## config.mk

```make
export PLATFORM = sky130hd
export DESIGN_NAME = ps2_mouse_cursor_tracker
export DESIGN_NICKNAME = d
export VERILOG_FILES = /design/src/hw/rtl/ps2mct_pkg.sv /design/src/hw/rtl/ps2mct_packet.sv /design/src/hw/rtl/ps2mct_cursor.sv /design/src/hw/rtl/ps2_mouse_cursor_tracker.sv
export SDC_FILE = /design/constraint.sdc
export NUM_CORES = 1
export LEC_CHECK = 0
export BUFFER_PORTS_ARGS = -buffer_cell sky130_fd_sc_hd__buf_2
export CORE_UTILIZATION = 53
export DETAILED_ROUTE_END_ITERATION = 10
export PLACE_DENSITY_LB_ADDON = 0.08
export SYNTH_ARGS = -nofsm -noshare
export SYNTH_HDL_FRONTEND = slang
export SYNTH_HIERARCHICAL = 1
export SYNTH_SLANG_ARGS = --single-unit
```

## constraint.sdc

```tcl
create_clock -name i_clk -period 10.5 [get_ports i_clk]
set_input_delay 2.1 -clock i_clk [delete_from_list [all_inputs] [get_ports i_clk]]
set_output_delay 2.1 -clock i_clk [all_outputs]
set_load 0.01 [all_outputs]
```

## src/hw/rtl/ps2mct_pkg.sv

```systemverilog
// Shared types, constants and helpers for the PS/2 mouse cursor tracker.
// No dependencies; every other file of the block refers to it by scoped name.
package ps2mct_pkg;

    // Byte, position and motion widths.
    localparam int BYTE_W   = 8;
    localparam int POS_W    = 8;
    localparam int MOTION_W = 5;     // a signed byte divided by 8 lies in -16..15
    localparam int SUM_W    = 10;    // position plus or minus motion, with sign

    // The sync bit marks the first byte of a packet.
    localparam int SYNC_BIT_IDX = 3;

    // Motion is divided by 2**MOTION_SHIFT, truncating toward zero.
    localparam int MOTION_SHIFT = 3;

    // Configuration register indexes.
    localparam int CFG_IDX_W = 1;
    localparam logic [CFG_IDX_W-1:0] CFG_MAX_COL = 1'b0;
    localparam logic [CFG_IDX_W-1:0] CFG_MAX_ROW = 1'b1;

    // Reset values.
    localparam logic [POS_W-1:0] RESET_MAX_COL = 8'd79;
    localparam logic [POS_W-1:0] RESET_MAX_ROW = 8'd24;
    localparam logic [POS_W-1:0] RESET_COL     = 8'd40;
    localparam logic [POS_W-1:0] RESET_ROW     = 8'd12;

    // Packet assembly phase.
    typedef enum logic [1:0] {
        PH_SYNC = 2'd0,
        PH_X    = 2'd1,
        PH_Y    = 2'd2
    } t_phase;

    // A packet handed from the assembler to the cursor update.
    typedef struct packed {
        logic              done;
        logic [BYTE_W-1:0] dx;
        logic [BYTE_W-1:0] dy;
    } t_packet;

    // Signed motion byte divided by 8, rounding toward zero.
    function automatic logic signed [MOTION_W-1:0] motion_of(input logic [BYTE_W-1:0] b);
        logic signed [BYTE_W:0] v;
        v = $signed({b[BYTE_W-1], b});
        if (b[BYTE_W-1]) begin
            v = v + $signed((BYTE_W+1)'((1 << MOTION_SHIFT) - 1));
        end
        return v[MOTION_SHIFT+MOTION_W-1:MOTION_SHIFT];
    endfunction

    // Clamp a signed sum to 0..hi.
    function automatic logic [POS_W-1:0] clamp_pos(input logic signed [SUM_W-1:0] v,
                                                   input logic [POS_W-1:0] hi);
        logic [POS_W-1:0] res;
        if (v[SUM_W-1]) begin
            res = '0;
        end else if (v[SUM_W-2:0] > {1'b0, hi}) begin
            res = hi;
        end else begin
            res = v[POS_W-1:0];
        end
        return res;
    endfunction

endpackage

```

## src/hw/rtl/ps2mct_packet.sv

```systemverilog
// Packet assembler: tracks the three-byte phase and holds the X motion byte.
// Depends on ps2mct_pkg.
module ps2mct_packet (
    input  logic                            i_clk,
    input  logic                            i_rst_n,
    input  logic                            i_valid,
    input  logic                            i_step,
    input  logic [ps2mct_pkg::BYTE_W-1:0]   i_byte,
    output ps2mct_pkg::t_packet             o_pkt
);

    ps2mct_pkg::t_phase r_phase, n_phase;
    logic [ps2mct_pkg::BYTE_W-1:0] r_dx, n_dx;

    // Next phase and held X byte.
    always_comb begin
        n_phase = r_phase;
        n_dx    = r_dx;
        if (i_step) begin
            unique case (r_phase)
                ps2mct_pkg::PH_X: begin
                    n_dx    = i_byte;
                    n_phase = ps2mct_pkg::PH_Y;
                end
                ps2mct_pkg::PH_Y: begin
                    n_phase = ps2mct_pkg::PH_SYNC;
                end
                default: begin
                    // Waiting for sync; an unused phase code behaves the same.
                    n_phase = i_byte[ps2mct_pkg::SYNC_BIT_IDX] ? ps2mct_pkg::PH_X
                                                               : ps2mct_pkg::PH_SYNC;
                end
            endcase
        end
    end

    always_ff @(posedge i_clk) begin
        if (!i_rst_n) begin
            r_phase <= ps2mct_pkg::PH_SYNC;
            r_dx    <= '0;
        end else begin
            r_phase <= n_phase;
            r_dx    <= n_dx;
        end
    end

    // Packet outputs: the third byte completes the packet.
    always_comb begin
        o_pkt.done = i_valid && (r_phase == ps2mct_pkg::PH_Y);
        o_pkt.dx   = r_dx;
        o_pkt.dy   = i_byte;
    end

    // A stepped packet always returns the phase to sync.
    assert property (@(posedge i_clk) disable iff (!i_rst_n)
        (i_step && o_pkt.done) |=> (r_phase == ps2mct_pkg::PH_SYNC))
        else $error("phase did not return to sync after a packet");

    // The X byte changes only when it is captured in phase X.
    assert property (@(posedge i_clk) disable iff (!i_rst_n)
        !(i_step && (r_phase == ps2mct_pkg::PH_X)) |=> $stable(r_dx))
        else $error("held X byte changed outside phase X");

    // Phase X is entered only from a stepped sync byte.
    assert property (@(posedge i_clk) disable iff (!i_rst_n)
        ((r_phase != ps2mct_pkg::PH_X) && !(i_step && i_byte[ps2mct_pkg::SYNC_BIT_IDX]))
        |=> (r_phase != ps2mct_pkg::PH_X))
        else $error("phase X entered without a sync byte");

endmodule

```

## src/hw/rtl/ps2mct_cursor.sv

```systemverilog
// Cursor update: applies scaled packet motion to the position and clamps it.
// Depends on ps2mct_pkg.
module ps2mct_cursor (
    input  logic                           i_clk,
    input  logic                           i_rst_n,
    input  logic                           i_step,
    input  ps2mct_pkg::t_packet            i_pkt,
    input  logic [ps2mct_pkg::POS_W-1:0]   i_max_col,
    input  logic [ps2mct_pkg::POS_W-1:0]   i_max_row,
    output logic [ps2mct_pkg::POS_W-1:0]   o_new_col,
    output logic [ps2mct_pkg::POS_W-1:0]   o_new_row
);

    logic [ps2mct_pkg::POS_W-1:0] r_col, r_row;
    logic signed [ps2mct_pkg::MOTION_W-1:0] w_mx, w_my;
    logic signed [ps2mct_pkg::SUM_W-1:0] w_sum_col, w_sum_row;

    // Scale motion and form the unclamped new position.
    always_comb begin
        w_mx = ps2mct_pkg::motion_of(i_pkt.dx);
        w_my = ps2mct_pkg::motion_of(i_pkt.dy);
        w_sum_col = $signed({{(ps2mct_pkg::SUM_W - ps2mct_pkg::POS_W){1'b0}}, r_col})
                  + $signed({{(ps2mct_pkg::SUM_W - ps2mct_pkg::MOTION_W)
                               {w_mx[ps2mct_pkg::MOTION_W-1]}}, w_mx});
        w_sum_row = $signed({{(ps2mct_pkg::SUM_W - ps2mct_pkg::POS_W){1'b0}}, r_row})
                  - $signed({{(ps2mct_pkg::SUM_W - ps2mct_pkg::MOTION_W)
                               {w_my[ps2mct_pkg::MOTION_W-1]}}, w_my});
        o_new_col = ps2mct_pkg::clamp_pos(w_sum_col, i_max_col);
        o_new_row = ps2mct_pkg::clamp_pos(w_sum_row, i_max_row);
    end

    // Position registers move only on a completed packet.
    always_ff @(posedge i_clk) begin
        if (!i_rst_n) begin
            r_col <= ps2mct_pkg::RESET_COL;
            r_row <= ps2mct_pkg::RESET_ROW;
        end else if (i_step && i_pkt.done) begin
            r_col <= o_new_col;
            r_row <= o_new_row;
        end
    end

    // The position never moves without a completed packet.
    assert property (@(posedge i_clk) disable iff (!i_rst_n)
        !(i_step && i_pkt.done) |=> ($stable(r_col) && $stable(r_row)))
        else $error("cursor moved without a packet");

    // A committed clamped result never exceeds the configured maximum.
    assert property (@(posedge i_clk) disable iff (!i_rst_n)
        (i_step && i_pkt.done) |-> (o_new_col <= i_max_col) && (o_new_row <= i_max_row))
        else $error("clamped cursor beyond maximum");

    // A committed update lands in the position registers.
    assert property (@(posedge i_clk) disable iff (!i_rst_n)
        (i_step && i_pkt.done) |=> (r_col == $past(o_new_col)) && (r_row == $past(o_new_row)))
        else $error("cursor update lost");

endmodule

```

## src/hw/rtl/ps2_mouse_cursor_tracker.sv

```systemverilog
// PS/2 mouse cursor tracker, top level: input register, packet assembler,
// cursor update and result register. Depends on ps2mct_pkg, ps2mct_packet, ps2mct_cursor.
//
// Usage:
//   Input channel (i_valid / o_ready) carries one received mouse byte per beat
//   on i_rx_byte. The third byte of a packet that began with a byte whose bit 3
//   is set produces one result beat on the output channel (o_valid / i_ready)
//   carrying the clamped cursor column and row; other bytes produce no result.
//   Once accepted, the third byte of a packet sits in the input register, and
//   its clamped update is loaded into the result register when the byte moves on.
//   Throughput: one byte per cycle while the receiver keeps up.
//   If the receiver stalls with a result held, bytes that produce no result
//   still flow through; a byte that completes the next packet waits in the
//   input register, and o_ready drops until the held result is taken.
//   Configuration (i_cfg_we, i_cfg_idx, i_cfg_data) sets the column and row
//   maximums; write only while no beat is in flight.
//   Reset (synchronous, active low) empties both registers, restarts packet
//   sync, sets the cursor to column 40, row 12 and the maximums to 79 and 24.
module ps2_mouse_cursor_tracker (
    input  logic                                i_clk,
    input  logic                                i_rst_n,
    input  logic                                i_valid,
    output logic                                o_ready,
    input  logic [ps2mct_pkg::BYTE_W-1:0]       i_rx_byte,
    output logic                                o_valid,
    input  logic                                i_ready,
    output logic [ps2mct_pkg::POS_W-1:0]        o_cursor_col,
    output logic [ps2mct_pkg::POS_W-1:0]        o_cursor_row,
    input  logic                                i_cfg_we,
    input  logic [ps2mct_pkg::CFG_IDX_W-1:0]    i_cfg_idx,
    input  logic [ps2mct_pkg::POS_W-1:0]        i_cfg_data
);

    logic                            r_in_valid;
    logic [ps2mct_pkg::BYTE_W-1:0]   r_in_byte;
    logic                            r_out_valid;
    logic [ps2mct_pkg::POS_W-1:0]    r_out_col, r_out_row;
    logic [ps2mct_pkg::POS_W-1:0]    r_max_col, r_max_row;
    ps2mct_pkg::t_packet             w_pkt;
    logic [ps2mct_pkg::POS_W-1:0]    w_new_col, w_new_row;
    logic                            w_adv;
    logic                            w_in_take;

    // The held byte moves on unless it completes a packet and the result slot is full.
    assign w_adv     = r_in_valid && (!w_pkt.done || !r_out_valid || i_ready);
    assign o_ready   = !r_in_valid || w_adv;
    assign w_in_take = i_valid && o_ready;

    // Input register.
    always_ff @(posedge i_clk) begin
        if (!i_rst_n) begin
            r_in_valid <= 1'b0;
        end else if (w_in_take) begin
            r_in_valid <= 1'b1;
        end else if (w_adv) begin
            r_in_valid <= 1'b0;
        end
    end

    always_ff @(posedge i_clk) begin
        if (w_in_take) begin
            r_in_byte <= i_rx_byte;
        end
    end

    // Configuration registers.
    always_ff @(posedge i_clk) begin
        if (!i_rst_n) begin
            r_max_col <= ps2mct_pkg::RESET_MAX_COL;
            r_max_row <= ps2mct_pkg::RESET_MAX_ROW;
        end else if (i_cfg_we) begin
            unique case (i_cfg_idx)
                ps2mct_pkg::CFG_MAX_COL: r_max_col <= i_cfg_data;
                ps2mct_pkg::CFG_MAX_ROW: r_max_row <= i_cfg_data;
                default: ;
            endcase
        end
    end

    ps2mct_packet u_packet (
        .i_clk   (i_clk),
        .i_rst_n (i_rst_n),
        .i_valid (r_in_valid),
        .i_step  (w_adv),
        .i_byte  (r_in_byte),
        .o_pkt   (w_pkt)
    );

    ps2mct_cursor u_cursor (
        .i_clk     (i_clk),
        .i_rst_n   (i_rst_n),
        .i_step    (w_adv),
        .i_pkt     (w_pkt),
        .i_max_col (r_max_col),
        .i_max_row (r_max_row),
        .o_new_col (w_new_col),
        .o_new_row (w_new_row)
    );

    // Result register.
    always_ff @(posedge i_clk) begin
        if (!i_rst_n) begin
            r_out_valid <= 1'b0;
        end else if (w_adv && w_pkt.done) begin
            r_out_valid <= 1'b1;
        end else if (i_ready) begin
            r_out_valid <= 1'b0;
        end
    end

    always_ff @(posedge i_clk) begin
        if (w_adv && w_pkt.done) begin
            r_out_col <= w_new_col;
            r_out_row <= w_new_row;
        end
    end

    assign o_valid      = r_out_valid;
    assign o_cursor_col = r_out_col;
    assign o_cursor_row = r_out_row;

    // A held result is never overwritten before it is taken.
    assert property (@(posedge i_clk) disable iff (!i_rst_n)
        (w_adv && w_pkt.done) |-> (!r_out_valid || i_ready))
        else $error("result overwritten while stalled");

    // A blocked input byte stays put.
    assert property (@(posedge i_clk) disable iff (!i_rst_n)
        (r_in_valid && !w_adv) |=> (r_in_valid && $stable(r_in_byte)))
        else $error("blocked input byte lost");

    // The input side stalls only behind a completing byte and a full result slot.
    assert property (@(posedge i_clk) disable iff (!i_rst_n)
        !o_ready |-> (r_in_valid && w_pkt.done && r_out_valid && !i_ready))
        else $error("input stalled without cause");

endmodule
```

==> Yosys cells after proc, flatten, opt, wreduce, memory -nomap -nowiden <==
Index checks and enable logic that the tools add are counted.
{ "classes": {"add_sub_neg": 4, "n_lt_le_gt_ge": 2, "n_eq_ne": 2, "muxes": 12, "bitwise": 1, "reduce_logical": 15} }
{ "op_table": {"columns": ["cell", "n"], "rows": [
  ["$mux 8", 6],
  ["$gt 9x8->1", 2],
  ["$add 8x4->8 const B", 2],
  ["$add 9x5->10", 1],
  ["$sub 9x5->10", 1],
  ["$reduce_and 2->1", 3],
  ["$mux 1", 5],
  ["$logic_and 1x1->1", 4],
  ["$pmux 2 s2", 1],
  ["$reduce_bool 2->1", 2],
  ["$logic_not 1->1", 3],
  ["$logic_or 1x1->1", 3],
  ["$eq 2x1->1 const B", 1],
  ["$eq 2x2->1 const B", 1],
  ["$not 1->1", 1]
]} }
{ "totals": {"regBits": 68, "wordCells": 47} }

==> Longest topological paths before layout <==
{ "depth": {"depth_word": 9, "depth_mapped": 18, "ltp_nobuf": 17} }

==> Cells and area by module <==
Netlist, hierarchy kept.
{ "modules_own_cells": {"columns": ["mod", "n_inst", "cells_per_inst", "area_each_um2"], "rows": [
  ["ps2mct_cursor", 1, 266, 2120.8],
  ["ps2_mouse_cursor_tracker", 1, 108, 1403.8],
  ["ps2mct_packet", 1, 59, 544.3]
]} }

==> Worst setup path after synthesis <==
No wires, ideal clock.
{ "synth_timing": {"kind": "input port to output port", "start": "input i_ready", "end": "output o_ready", "arrival_time_ns": 2.408, "required_ns": 8.400, "setup_slack_ns": 5.992, "cell_stages": 2, "n_path_buf": 0, "cell_sequence": "nor2b_2 > nand3_1"} }
{ "synth_via": {"elab_chain_len": 3} }
{ "synth_rtl": {"columns": ["item", "line", "source"], "rows": [
  ["from (decl)", "ps2_mouse_cursor_tracker.sv:26", "input logic i_ready,"],
  ["$logic_or 1x1->1", "ps2_mouse_cursor_tracker.sv:45", "assign w_adv = r_in_valid && (!w_pkt.done || !r_out_valid || i_ready);"],
  ["$logic_and 1x1->1", "ps2_mouse_cursor_tracker.sv:45", null],
  ["$logic_or 1x1->1", "ps2_mouse_cursor_tracker.sv:46", "assign o_ready = !r_in_valid || w_adv;"],
  ["to (decl)", "ps2_mouse_cursor_tracker.sv:23", "output logic o_ready,"]
]} }
Every way passes these cells.

==> Worst setup path in the final report <==
Same ends and word-level chain as after synthesis.

==> impl_metrics.env <==
export IMPL_routabilityCongestion=0.876
export IMPL_dieArea_mm2=0.00803
export IMPL_ios=40
export IMPL_finalCritPeriodShare_pct=45.3
export IMPL_vias=3145
export IMPL_coreArea_mm2=0.00733
export IMPL_insertion_delay_ps=340
export IMPL_yosysSeqAreaShare_pct=39.4
export IMPL_cts_max_level=3
export IMPL_holdWs_ps=465
export IMPL_drv_cap=0
export IMPL_antenna_cells=0
export IMPL_fmax_mhz=210
export IMPL_ir_drop_mv=0.0894
export IMPL_syn_nets=495
export IMPL_syn_area_per_cell_um2=9.40
export IMPL_drv_slew=0
export IMPL_relSlewSlack_pct=27.4
export IMPL_yosys_area_top_type="dfxtp_1"
export IMPL_grt_setup_unrepaired="no"
export IMPL_path_class="input pin to output pin"
export IMPL_grt_antenna_before_repair=0
export IMPL_synth_top_area_share_pct=21.6
export IMPL_placed_cell_area_mm2=0.00426
export IMPL_synthArstFlopShare_pct=0
export IMPL_grt_pass1_wl_um=13600
export IMPL_r2r_end="o_cursor_row[3]"
export IMPL_drc_errors=0
export IMPL_synthCells=433
export IMPL_fill_cells=618
export IMPL_final_common_cell="nand2_1"
export IMPL_clk_path_buf_depth=2
export IMPL_critical_path_arrival_ps=2660
export IMPL_power_density_mw_per_mm2=152
export IMPL_startpoint_type="input pin"
export IMPL_die_h_um=89.6
export IMPL_start_util_pct=55.5
export IMPL_grt_pass1_vias=2845
export IMPL_path_clk_slew_ps=80
export IMPL_clock_sinks=68
export IMPL_core_rowCount=31
export IMPL_syn_to_final_growth_pct=11.3
export IMPL_netlist_top_cells_area="dfxtp_1 22%, edfxtp_1 18%, ha_1 12%"
export IMPL_cts_resized=0
export IMPL_final_nets=526
export IMPL_hold_viol=0
export IMPL_synth_edf_count=24
export IMPL_vias_per_cell=5.54
export IMPL_cts_setup_buffers=0
export IMPL_final_cell_area_mm2=0.00453
export IMPL_worstMarginPinSlew_ps=1080
export IMPL_reg2reg_from="r_in_byte[1]"
export IMPL_synth_seq_cells=68
export IMPL_dp_hpwl_um=6340
export IMPL_period_minus_slack_ps=4760
export IMPL_die_w_um=89.6
export IMPL_fin_ws_ps=5740
export IMPL_drive_gt1_share_pct=16.2
export IMPL_critPathCaptureType="output pin"
export IMPL_status="completed"
export IMPL_critPathLaunch="i_ready"
export IMPL_skew_ps=6.27
export IMPL_cp_required_ps=8400
export IMPL_dp_slack_ps=5740
export IMPL_ys_flop_type="dfxtp_1"
export IMPL_grt_max_degree=45
export IMPL_first_pass_iters=4
export IMPL_drt_first_iter_violations=148
export IMPL_reg2reg_slack_ps=5750
export IMPL_holdBufCountCts=0
export IMPL_worst_r2r_cell_count=17
export IMPL_cp_endpoint="o_ready"
export IMPL_synth_cell_type_count=56
export IMPL_yosys_warnings=6
export IMPL_setup_violations=0
export IMPL_wirelength_um=8500
export IMPL_hold_path_class="register to register"
export IMPL_grtUsageTotal_pct=22.8
export IMPL_cts_tree="done"
export IMPL_port_buffers=39
export IMPL_synth_area_mm2=0.00407
export IMPL_drt_antenna_violating_nets=0
export IMPL_crit_fanout=5
export IMPL_detail_route_wl_per_cell_um=15.0
export IMPL_fin_util_pct=61.8
export IMPL_leakagePower_nw=1.88
export IMPL_overflow=0
export IMPL_layout_common_cells="66 x nand2_1, 44 x dfxtp_1, 39 x buf_2, 38 x ha_1, 28 x inv_1"
export IMPL_tns_ps=0
export IMPL_cts_root_buffer_cell="clkbuf_8"
export IMPL_numCtsBuffers=9
stage by stage:
stage / power, mW / std cells
final: 0.688 / 568
after global routing: 0.719 / 568
after CTS: 0.692 / 568
after detailed placement: 0.402 / 552
after global placement: 0.398 / 552
after floorplan: 0.379 / 433
cell type report:
class | count | area [um2] | share of cell area, %
Clock buffer | 10 | 138 | 3.04
Clock inverter | 6 | 135 | 2.98
Inverter | 28 | 105 | 2.32
Multi-Input combinational cell | 316 | 2210 | 48.9
Sequential cell | 68 | 1600 | 35.4
Tap cell | 99 | 124 | 2.74
Timing Repair Buffer | 41 | 210 | 4.64
synthesized netlist by cell type, drive strengths merged, types with 3 or more instances:
library cell  instances
nand2                66
dfxtp                44
ha                   38
inv                  28
nor2                 27
o21ai                26
edfxtp               24
buf                  18
nand4                17
mux2i                16
xnor2                15
nand3                14
a21boi               13
a21oi                10
nor2b                 6
nor3                  6
a31oi                 5
o21a                  5
o31ai                 5
xor2                  5
and2                  4
o311ai                4
or3                   4
a21o                  3
nand3b                3
worst max-delay path: stages:
cell	delay, ps
buf_2	100
nor2b_2	180
nand3_1	120
buf_2	160
power by group:
part	switching [mW]	internal [mW]	leakage (nW)
registers	0.00615	0.281	0.585
logic	0.0641	0.0468	1.17
clock network	0.102	0.188	0.129
total	0.172	0.516	1.88
logic make-up after synthesis:
family | Yosys count | share of synthesized area [%]
compound gates | 89 | 16.0
fa+ha+maj | 40 | 12.7
flops | 68 | 39.4
simple gates | 151 | 17.6
mux | 16 | 3.94
xor+xnor | 20 | 4.31
buf+inv | 49 | 6.21
routing by layer:
layer | track usage [%] | routed length (um) | vias up
li1 | - | - | 1598
met1 | 30.4 | 4090 | 1459
met3 | 3.38 | 357 | 10
met4 | 10.5 | 123 | 0
met2 | 36.5 | 3930 | 78
met5 | 0 | 0 | -
worst min path at each step:
stage | depth (start not counted) | start | endpoint
after global routing | 2 | u_packet/r_dx[7] | u_packet/r_dx[7]
after floorplan | 2 | u_cursor/r_row[0] | u_cursor/r_row[0]
after global placement | 2 | u_cursor/r_row[0] | u_cursor/r_row[0]
after detailed placement | 2 | u_cursor/r_col[2] | u_cursor/r_col[2]
after CTS | 2 | u_packet/r_dx[1] | u_packet/r_dx[1]
final | 2 | u_packet/r_dx[1] | u_packet/r_dx[1]
state kept, by name, summed over array words and instances (netlist names), 2 cells and up:
| name | count |
|---|---|
| r_max_row | 8 |
| u_cursor/r_row | 8 |
| o_cursor_row | 8 |
| o_cursor_col | 8 |
| u_packet/r_phase | 2 |
| r_max_col | 8 |
| u_packet/r_dx | 8 |
| r_in_byte | 8 |
| u_cursor/r_col | 8 |
(Power assumes the default switching activity.)
